## src/rtl/lps_pkg.sv

```systemverilog
// ----------------------------------------------------------------------------
// lps_pkg
// Shared types and constants for the 3-3-2 LSB pixel stego codec.
// ----------------------------------------------------------------------------
package lps_pkg;

    localparam int unsigned HDR_PIXELS = 32;
    localparam int unsigned HDR_W      = $clog2(HDR_PIXELS);

    localparam int unsigned COMP_W = 8;
    localparam int unsigned PLEN_W = 24;
    localparam int unsigned PCNT_W = 25;
    localparam int unsigned DLEN_W = 32;
    localparam int unsigned CFG_W  = 25;

    localparam logic [COMP_W-1:0] MASK_BG  = 8'hF8;
    localparam logic [COMP_W-1:0] MASK_R   = 8'hFC;
    localparam logic [COMP_W-1:0] ASCII_0  = 8'h30;
    localparam logic [COMP_W-1:0] ASCII_1  = 8'h31;

    typedef enum logic [1:0] {
        CFG_EMBED_MODE     = 2'd0,
        CFG_PAYLOAD_LENGTH = 2'd1,
        CFG_PIXEL_COUNT    = 2'd2
    } t_cfg_idx;

    typedef struct packed {
        logic              embed_mode;
        logic [PLEN_W-1:0] payload_length;
        logic [PCNT_W-1:0] pixel_count;
    } t_cfg;

    typedef struct packed {
        logic [COMP_W-1:0] blue;
        logic [COMP_W-1:0] green;
        logic [COMP_W-1:0] red;
        logic [COMP_W-1:0] byte_out;
        logic              byte_valid;
        logic [DLEN_W-1:0] decoded_length;
        logic              header_error;
        logic              last;
    } t_result;

    function automatic logic [COMP_W-1:0] hidden_value(
        input logic [COMP_W-1:0] b,
        input logic [COMP_W-1:0] g,
        input logic [COMP_W-1:0] r
    );
        return {r[1:0], g[2:0], b[2:0]};
    endfunction

endpackage

```

## src/rtl/lps_cfg.sv

```systemverilog
// ----------------------------------------------------------------------------
// lps_cfg
// Configuration register file: embed mode, payload length, pixel count.
// ----------------------------------------------------------------------------
module lps_cfg (
    input  logic                      i_clk,
    input  logic                      i_rst_n,
    input  logic                      i_cfg_we,
    input  logic [1:0]                i_cfg_index,
    input  logic [lps_pkg::CFG_W-1:0] i_cfg_wdata,
    output lps_pkg::t_cfg             o_cfg
);
    import lps_pkg::*;

    t_cfg r_cfg;
    t_cfg n_cfg;

    always_comb begin
        n_cfg = r_cfg;
        if (i_cfg_we) begin
            unique case (t_cfg_idx'(i_cfg_index))
                CFG_EMBED_MODE:     n_cfg.embed_mode     = i_cfg_wdata[0];
                CFG_PAYLOAD_LENGTH: n_cfg.payload_length = i_cfg_wdata[PLEN_W-1:0];
                CFG_PIXEL_COUNT:    n_cfg.pixel_count    = i_cfg_wdata[PCNT_W-1:0];
                default:            n_cfg = r_cfg;
            endcase
        end
    end

    always_ff @(posedge i_clk) begin
        if (!i_rst_n) begin
            r_cfg.embed_mode     <= 1'b0;
            r_cfg.payload_length <= '0;
            r_cfg.pixel_count    <= PCNT_W'(1);
        end else begin
            r_cfg <= n_cfg;
        end
    end

    assign o_cfg = r_cfg;

endmodule

```

## src/rtl/lps_core.sv

```systemverilog
// ----------------------------------------------------------------------------
// lps_core
// Per-pixel embed/extract logic with pixel counter and header length state.
// ----------------------------------------------------------------------------
module lps_core (
    input  logic                       i_clk,
    input  logic                       i_rst_n,
    input  logic                       i_fire,
    input  lps_pkg::t_cfg              i_cfg,
    input  logic [lps_pkg::COMP_W-1:0] i_blue,
    input  logic [lps_pkg::COMP_W-1:0] i_green,
    input  logic [lps_pkg::COMP_W-1:0] i_red,
    input  logic [lps_pkg::COMP_W-1:0] i_payload_byte,
    output lps_pkg::t_result           o_result
);
    import lps_pkg::*;

    logic [PCNT_W-1:0] r_pixel_index;
    logic [PCNT_W-1:0] n_pixel_index;
    logic [DLEN_W-1:0] r_length_shift;
    logic [DLEN_W-1:0] n_length_shift;
    logic              r_error_flag;
    logic              n_error_flag;

    logic [PCNT_W-1:0] count_m1;
    logic              last;
    logic              in_header;
    logic [PCNT_W-1:0] body_index;
    logic [HDR_W-1:0]  hdr_bit;
    logic [PLEN_W-1:0] len_shifted;
    logic [COMP_W-1:0] embed_val;
    logic              write;
    logic [COMP_W-1:0] v_in;
    logic [COMP_W-1:0] b_o;
    logic [COMP_W-1:0] g_o;
    logic [COMP_W-1:0] r_o;

    always_comb begin
        count_m1    = (i_cfg.pixel_count == '0) ? '0 : i_cfg.pixel_count - PCNT_W'(1);
        last        = r_pixel_index >= count_m1;
        in_header   = r_pixel_index < PCNT_W'(HDR_PIXELS);
        body_index  = r_pixel_index - PCNT_W'(HDR_PIXELS);
        hdr_bit     = HDR_W'(HDR_PIXELS - 1) - r_pixel_index[HDR_W-1:0];
        len_shifted = i_cfg.payload_length >> hdr_bit;
        v_in        = hidden_value(i_blue, i_green, i_red);

        write     = 1'b0;
        embed_val = i_payload_byte;
        if (i_cfg.embed_mode && ({1'b0, i_cfg.payload_length} < i_cfg.pixel_count
                                 || i_cfg.pixel_count == '0 && i_cfg.payload_length == '0)) begin
            if (in_header) begin
                write     = 1'b1;
                embed_val = len_shifted[0] ? ASCII_1 : ASCII_0;
            end else if (body_index < {1'b0, i_cfg.payload_length}) begin
                write = 1'b1;
            end
        end

        b_o = i_blue;
        g_o = i_green;
        r_o = i_red;
        if (write) begin
            b_o = (i_blue  & MASK_BG) | {5'd0, embed_val[2:0]};
            g_o = (i_green & MASK_BG) | {5'd0, embed_val[5:3]};
            r_o = (i_red   & MASK_R)  | {6'd0, embed_val[7:6]};
        end

        n_length_shift = r_length_shift;
        n_error_flag   = r_error_flag;
        if (!i_cfg.embed_mode && in_header) begin
            if (v_in == ASCII_0 || v_in == ASCII_1) begin
                n_length_shift = {r_length_shift[DLEN_W-2:0], v_in[0]};
            end else begin
                n_error_flag = 1'b1;
            end
        end

        o_result.blue           = b_o;
        o_result.green          = g_o;
        o_result.red            = r_o;
        o_result.byte_out       = hidden_value(b_o, g_o, r_o);
        o_result.byte_valid     = !i_cfg.embed_mode && !in_header && !r_error_flag
                                  && (DLEN_W'(body_index) < r_length_shift);
        o_result.decoded_length = i_cfg.embed_mode ? '0 : n_length_shift;
        o_result.header_error   = i_cfg.embed_mode ? 1'b0 : n_error_flag;
        o_result.last           = last;

        n_pixel_index = r_pixel_index + PCNT_W'(1);
        if (last) begin
            n_pixel_index  = '0;
            n_length_shift = '0;
            n_error_flag   = 1'b0;
        end
    end

    always_ff @(posedge i_clk) begin
        if (!i_rst_n) begin
            r_pixel_index  <= '0;
            r_length_shift <= '0;
            r_error_flag   <= 1'b0;
        end else if (i_fire) begin
            r_pixel_index  <= n_pixel_index;
            r_length_shift <= n_length_shift;
            r_error_flag   <= n_error_flag;
        end
    end

    a_wrap: assert property (@(posedge i_clk) disable iff (!i_rst_n)
        (i_fire && last) |=> (r_pixel_index == '0 && r_length_shift == '0 && !r_error_flag))
        else $error("state not cleared after last pixel");

    a_count: assert property (@(posedge i_clk) disable iff (!i_rst_n)
        (i_fire && !last) |=> (r_pixel_index == $past(r_pixel_index) + PCNT_W'(1)))
        else $error("pixel counter did not advance");

    a_hold: assert property (@(posedge i_clk) disable iff (!i_rst_n)
        !i_fire |=> ($stable(r_pixel_index) && $stable(r_length_shift)
                     && $stable(r_error_flag)))
        else $error("state changed without an item");

    a_embed_keep: assert property (@(posedge i_clk) disable iff (!i_rst_n)
        (i_fire && i_cfg.embed_mode && !last) |=>
            ($stable(r_length_shift) && $stable(r_error_flag)))
        else $error("embed mode touched extract state");

endmodule

```

## src/rtl/lsb_pixel_stego_codec.sv

```systemverilog
// ----------------------------------------------------------------------------
// lsb_pixel_stego_codec
// Throughput: one pixel per cycle while the receiver does not stall; the
//   counter and header state update once per item between the input
//   register and the result register, which hold each pixel in turn.
// Reset (synchronous, active low): clears the pixel counter, length and error
//   state, both valid stages, and sets config to extract, length 0, count 1.
// ----------------------------------------------------------------------------
module lsb_pixel_stego_codec (
    input  logic                       i_clk,
    input  logic                       i_rst_n,
    input  logic                       i_cfg_we,
    input  logic [1:0]                 i_cfg_index,
    input  logic [lps_pkg::CFG_W-1:0]  i_cfg_wdata,
    input  logic                       i_valid,
    output logic                       o_stall,
    input  logic [lps_pkg::COMP_W-1:0] i_blue_in,
    input  logic [lps_pkg::COMP_W-1:0] i_green_in,
    input  logic [lps_pkg::COMP_W-1:0] i_red_in,
    input  logic [lps_pkg::COMP_W-1:0] i_payload_byte,
    output logic                       o_valid,
    input  logic                       i_stall,
    output logic [lps_pkg::COMP_W-1:0] o_blue_out,
    output logic [lps_pkg::COMP_W-1:0] o_green_out,
    output logic [lps_pkg::COMP_W-1:0] o_red_out,
    output logic [lps_pkg::COMP_W-1:0] o_byte_out,
    output logic                       o_byte_valid,
    output logic [lps_pkg::DLEN_W-1:0] o_decoded_length,
    output logic                       o_header_error,
    output logic                       o_last
);
    import lps_pkg::*;

    t_cfg    cfg;
    t_result result;

    logic              r_in_valid;
    logic [COMP_W-1:0] r_blue;
    logic [COMP_W-1:0] r_green;
    logic [COMP_W-1:0] r_red;
    logic [COMP_W-1:0] r_payload_byte;
    logic              r_out_valid;
    t_result           r_result;

    logic out_adv;
    logic in_adv;
    logic fire;

    assign out_adv = !r_out_valid || !i_stall;
    assign fire    = r_in_valid && out_adv;
    assign in_adv  = !r_in_valid || out_adv;
    assign o_stall = !in_adv;

    lps_cfg u_cfg (
        .i_clk       (i_clk),
        .i_rst_n     (i_rst_n),
        .i_cfg_we    (i_cfg_we),
        .i_cfg_index (i_cfg_index),
        .i_cfg_wdata (i_cfg_wdata),
        .o_cfg       (cfg)
    );

    lps_core u_core (
        .i_clk          (i_clk),
        .i_rst_n        (i_rst_n),
        .i_fire         (fire),
        .i_cfg          (cfg),
        .i_blue         (r_blue),
        .i_green        (r_green),
        .i_red          (r_red),
        .i_payload_byte (r_payload_byte),
        .o_result       (result)
    );

    always_ff @(posedge i_clk) begin
        if (!i_rst_n) begin
            r_in_valid  <= 1'b0;
            r_out_valid <= 1'b0;
        end else begin
            if (in_adv) begin
                r_in_valid <= i_valid;
            end
            if (out_adv) begin
                r_out_valid <= r_in_valid;
            end
        end
    end

    always_ff @(posedge i_clk) begin
        if (in_adv && i_valid) begin
            r_blue         <= i_blue_in;
            r_green        <= i_green_in;
            r_red          <= i_red_in;
            r_payload_byte <= i_payload_byte;
        end
        if (fire) begin
            r_result <= result;
        end
    end

    assign o_valid          = r_out_valid;
    assign o_blue_out       = r_result.blue;
    assign o_green_out      = r_result.green;
    assign o_red_out        = r_result.red;
    assign o_byte_out       = r_result.byte_out;
    assign o_byte_valid     = r_result.byte_valid;
    assign o_decoded_length = r_result.decoded_length;
    assign o_header_error   = r_result.header_error;
    assign o_last           = r_result.last;

endmodule

```

## config.mk

```make
export PLATFORM = sky130hd
export DESIGN_NAME = lsb_pixel_stego_codec
export DESIGN_NICKNAME = d
export VERILOG_FILES = /design/src/rtl/lps_pkg.sv /design/src/rtl/lps_cfg.sv /design/src/rtl/lps_core.sv /design/src/rtl/lsb_pixel_stego_codec.sv
export SDC_FILE = /design/constraint.sdc
export NUM_CORES = 1
export LEC_CHECK = 0
export BUFFER_PORTS_ARGS = -buffer_cell sky130_fd_sc_hd__buf_2
export CAP_MARGIN = 20
export CORE_MARGIN = 1
export CORE_UTILIZATION = 40
export DETAILED_ROUTE_END_ITERATION = 10
export PLACE_DENSITY = 0.65
export SYNTH_ARGS = -nofsm -noshare
export SYNTH_HDL_FRONTEND = slang
export SYNTH_SLANG_ARGS = --single-unit
```

## constraint.sdc

```tcl
create_clock -name i_clk -period 11.15 [get_ports i_clk]
set_input_delay 0.5575 -clock i_clk [delete_from_list [all_inputs] [get_ports i_clk]]
set_output_delay 0.5575 -clock i_clk [all_outputs]
set_load 0.02 [all_outputs]
```

==> impl_metrics.env <==
export IMPL_yosys_area_top_type="edfxtp_1"
export IMPL_ctsHoldBuffers=0
export IMPL_diodes=0
export IMPL_cts_sinks=201
export IMPL_timing_rr_end="u_core.r_length_shift[29]"
export IMPL_synth_fp_nets=1329
export IMPL_cts_tree="yes"
export IMPL_r2r_start="u_cfg.o_cfg[5]"
export IMPL_track_usage=0.1833
export IMPL_outcome="finished, violations left"
export IMPL_fmax_ghz=0.2025
export IMPL_cp_cell_sequence="or4_1, nor4_1, nand4_1, nor4_1, or2_2, ha_1, nand4_1, nor3_1, a211oi_1, o31ai_1, a31oi_1, inv_1, o31ai_4, buf_6, a22o_1"
export IMPL_numCtsBuffers=22
export IMPL_path_clk_slew_ns=0.06
export IMPL_drv_cap=0
export IMPL_via_per_inst=5.318
export IMPL_ys_flop_type="dfxtp_1"
export IMPL_dp_cells=1579
export IMPL_grt_max_degree=67
export IMPL_vdd_ir_drop_max_mv=0.1238
export IMPL_ctsResizeCount=0
export IMPL_worst_pin_slew_ns=0.9943
export IMPL_power_density_nw_per_um2=134.8
export IMPL_synth_simple_gate_area_frac=0.1790
export IMPL_cp_arrival_ns=5.41
export IMPL_cp_num_buf_inv=2
export IMPL_r2r_cells=15
export IMPL_start_kind="register"
export IMPL_cp_num_cells=15
export IMPL_die_area_sq_um=27700
export IMPL_fillers=2496
export IMPL_drc_errors=9
export IMPL_postSynthCellCount=1166
export IMPL_worstPathMaxFanout=19
export IMPL_wirelength_um=25800
export IMPL_finalCritPeriodShare=0.4430
export IMPL_rsz0062_at_grt="no"
export IMPL_synth_xor_area_frac=0.04535
export IMPL_clk_latency_ns=0.53
export IMPL_root_buffer="clkbuf_16"
export IMPL_hold_path_class="in2reg"
export IMPL_h_tree_depth=1
export IMPL_initial_core_util=0.4115
export IMPL_post_cts_buffers=0
export IMPL_seq_area_frac_synth=0.4563
export IMPL_drtIter0Drc=541
export IMPL_crit_slowest_cell="nor4_1"
export IMPL_port_buffers=132
export IMPL_p_leak_uw=0.004827
export IMPL_synth_fa_ha_area_frac=0.1145
export IMPL_gp_congestion=0.8486
export IMPL_die_h_um=166.4
export IMPL_grt_pass1_vias=7953
export IMPL_rows=59
export IMPL_synthArstFlopShare=0
export IMPL_setup_worst_path_end="u_core.r_length_shift[29]"
export IMPL_synth_top_area_frac=0.2527
export IMPL_synth_cell_area_sq_um=10810
export IMPL_synth_compound_area_frac=0.1326
export IMPL_grt_pass1_wl_um=41460
export IMPL_critPathLaunch="u_cfg.o_cfg[5]"
export IMPL_drtPass1Iterations=10
export IMPL_drive_above_1_share=0.1493
export IMPL_synth_avg_cell_area_sq_um=9.275
export IMPL_hpwl_um=19090
export IMPL_violations="design-rule violations"
export IMPL_grt_ovfl_total=0
export IMPL_end_kind="register"
export IMPL_critPathKind="reg2reg"
export IMPL_slew_viol_final=0
export IMPL_slew_headroom=0.3351
export IMPL_wl_per_cell_um=15.92
export IMPL_ys_types=56
export IMPL_chipWidth_um=166.4
export IMPL_synth_edf_count=91
export IMPL_r2r_setup_slack_ns=6.21
export IMPL_synth_mux_area_frac=0.01435
export IMPL_ys_warn_count=0
export IMPL_clock_skew_ns=0.02509
export IMPL_cp_top_family="simple AND/OR/NAND/NOR gates"
export IMPL_core_sq_um=26280
export IMPL_cts_buffer_depth=3
export IMPL_instances_no_fill=1621
export IMPL_synth_top_family_by_area="simple AND/OR/NAND/NOR gates"
export IMPL_boundaryPins=133
export IMPL_antenna_found_initial=0
export IMPL_critPathMaxStageDelay_ns=0.70
export IMPL_cp_required_ns=11.62
export IMPL_ys_ff_latch=201
export IMPL_ant_nets=0
export IMPL_nets=1433
export IMPL_num_vias=8620
export IMPL_period_minus_slack_ns=4.939
export IMPL_finalHoldViolations=0
export IMPL_synthTopCellsByArea="edfxtp_1 25%, dfxtp_1 20%, ha_1 11%"
export IMPL_area_growth_pct=14.71
export IMPL_setup_viol=0
export IMPL_tns_ns=0
## cell usage after synthesis, drive strengths merged, types with 6 or more instances
cell,instances
clkbuf,43
a21o,15
inv,88
nor3,24
edfxtp,91
or3,6
ha,99
o31ai,6
nand2,228
nor2,63
nand3,14
nand4,25
or4,14
xor2,24
a22o,37
o21ai,20
mux4,6
dfxtp,110
nor2b,6
nor4,18
buf,18
a21oi,120
xnor2,32
## how the worst min path moves through the flow
stage                                 start                end  slack [ns]  cells past startpoint
final                     i_payload_byte[1]  r_payload_byte[1]        0.20                      1
after global routing            i_red_in[2]           r_red[2]        0.19                      1
after CTS                      i_blue_in[7]          r_blue[7]        0.20                      1
after detailed placement          r_blue[4]      o_blue_out[4]        0.40                      0
after global placement           r_green[3]     o_green_out[3]        0.40                      0
after floorplan                   r_blue[3]      o_blue_out[3]        0.40                      0
## area by class of cell
type	instances	area (sq um)	share of cell area
sequential	201	4935	0.3978
clock inverter	8	81.33	0.006556
timing repair buffer	141	752.0	0.06062
clock buffer	32	608.1	0.04902
tap	335	419.2	0.03379
inverter	89	334.1	0.02693
multi-input combinational	815	5275	0.4253
## worst register-to-register path: stages, from the launching register on
cell	delay, ns
dfxtp_1	0.36
or4_1	0.64
nor4_1	0.30
nand4_1	0.29
nor4_1	0.70
or2_2	0.23
ha_1	0.24
nand4_1	0.09
nor3_1	0.05
a211oi_1	0.22
o31ai_1	0.13
a31oi_1	0.39
inv_1	0.21
o31ai_4	0.60
buf_6	0.27
a22o_1	0.17
## cells in the final DEF (no fill, tap or decap), types with 4 or more instances in the layout
cell | netlist | layout
o211ai_1 | 4 | 4
clkbuf_16 | 0 | 22
clkbuf_1 | 43 | 8
o31ai_1 | 6 | 5
a31oi_1 | 5 | 5
nand4_1 | 25 | 25
nor2b_1 | 6 | 5
nor2_1 | 63 | 63
nand3_1 | 14 | 14
buf_4 | 8 | 7
xor2_1 | 24 | 24
mux4_2 | 6 | 6
a21o_1 | 15 | 15
a21oi_1 | 120 | 120
inv_1 | 87 | 87
nand2b_1 | 5 | 5
nand2_1 | 228 | 228
nor3_1 | 24 | 23
nor4_1 | 17 | 17
and4_1 | 5 | 5
or4_1 | 12 | 12
ha_1 | 99 | 99
dfxtp_1 | 110 | 110
xnor2_1 | 32 | 32
edfxtp_1 | 91 | 91
or3_1 | 5 | 5
o21ai_0 | 19 | 19
a211oi_1 | 5 | 5
a22o_1 | 37 | 37
buf_2 | 2 | 132
## layer usage
metal  up-vias  global-route usage  routed length, um
li1       4317                   -                  -
met1      4025              0.2602              12410
met2       231              0.2859              11310
met3        47             0.02733               1315
met4         0             0.05958                765
met5         -                   0                  0
## kinds of logic (layout without fill, tap and decap cells)
family | Yosys count | in the layout
compound gates | 230 | 230
xor+xnor | 56 | 56
fa+ha+maj | 99 | 99
buf+inv | 150 | 270
flops | 201 | 201
mux | 8 | 8
simple gates | 422 | 422
## metrics by stage
stage | power (uW) | area, sq um | setup slack [ns] | hold slack [ns] | util
3_3_place_gp | 979.2 | 11680 | 6.193 | 0.4004 | 0.4443
4_1_cts | 1683 | 12370 | 5.949 | 0.1983 | 0.4705
2_1_floorplan | 929.3 | 10810 | 7.045 | 0.4003 | -
3_5_place_dp | 983.6 | 11680 | 5.976 | 0.4045 | 0.4443
5_1_grt | 1735 | 12400 | 5.900 | 0.1945 | 0.4720
6_report | 1672 | 12400 | 6.211 | 0.2018 | 0.4720
## state kept, by name, indices dropped and copies added (netlist names), 25 cells and up
| name | count |
|---|---|
| u_core.r_length_shift | 32 |
| u_core.r_pixel_index | 25 |
| u_cfg.o_cfg | 50 |
| o_decoded_length | 32 |
## power by group
| group | internal, uW | total [uW] | switching [uW] | leakage (uW) |
|---|---|---|---|---|
| sequential | 796 | 814 | 17.7 | 0.00174 |
| clock | 404 | 703 | 299 | 0.000336 |
| combinational | 57.8 | 155 | 97.1 | 0.00275 |
Power figures use the tool's default switching activity.
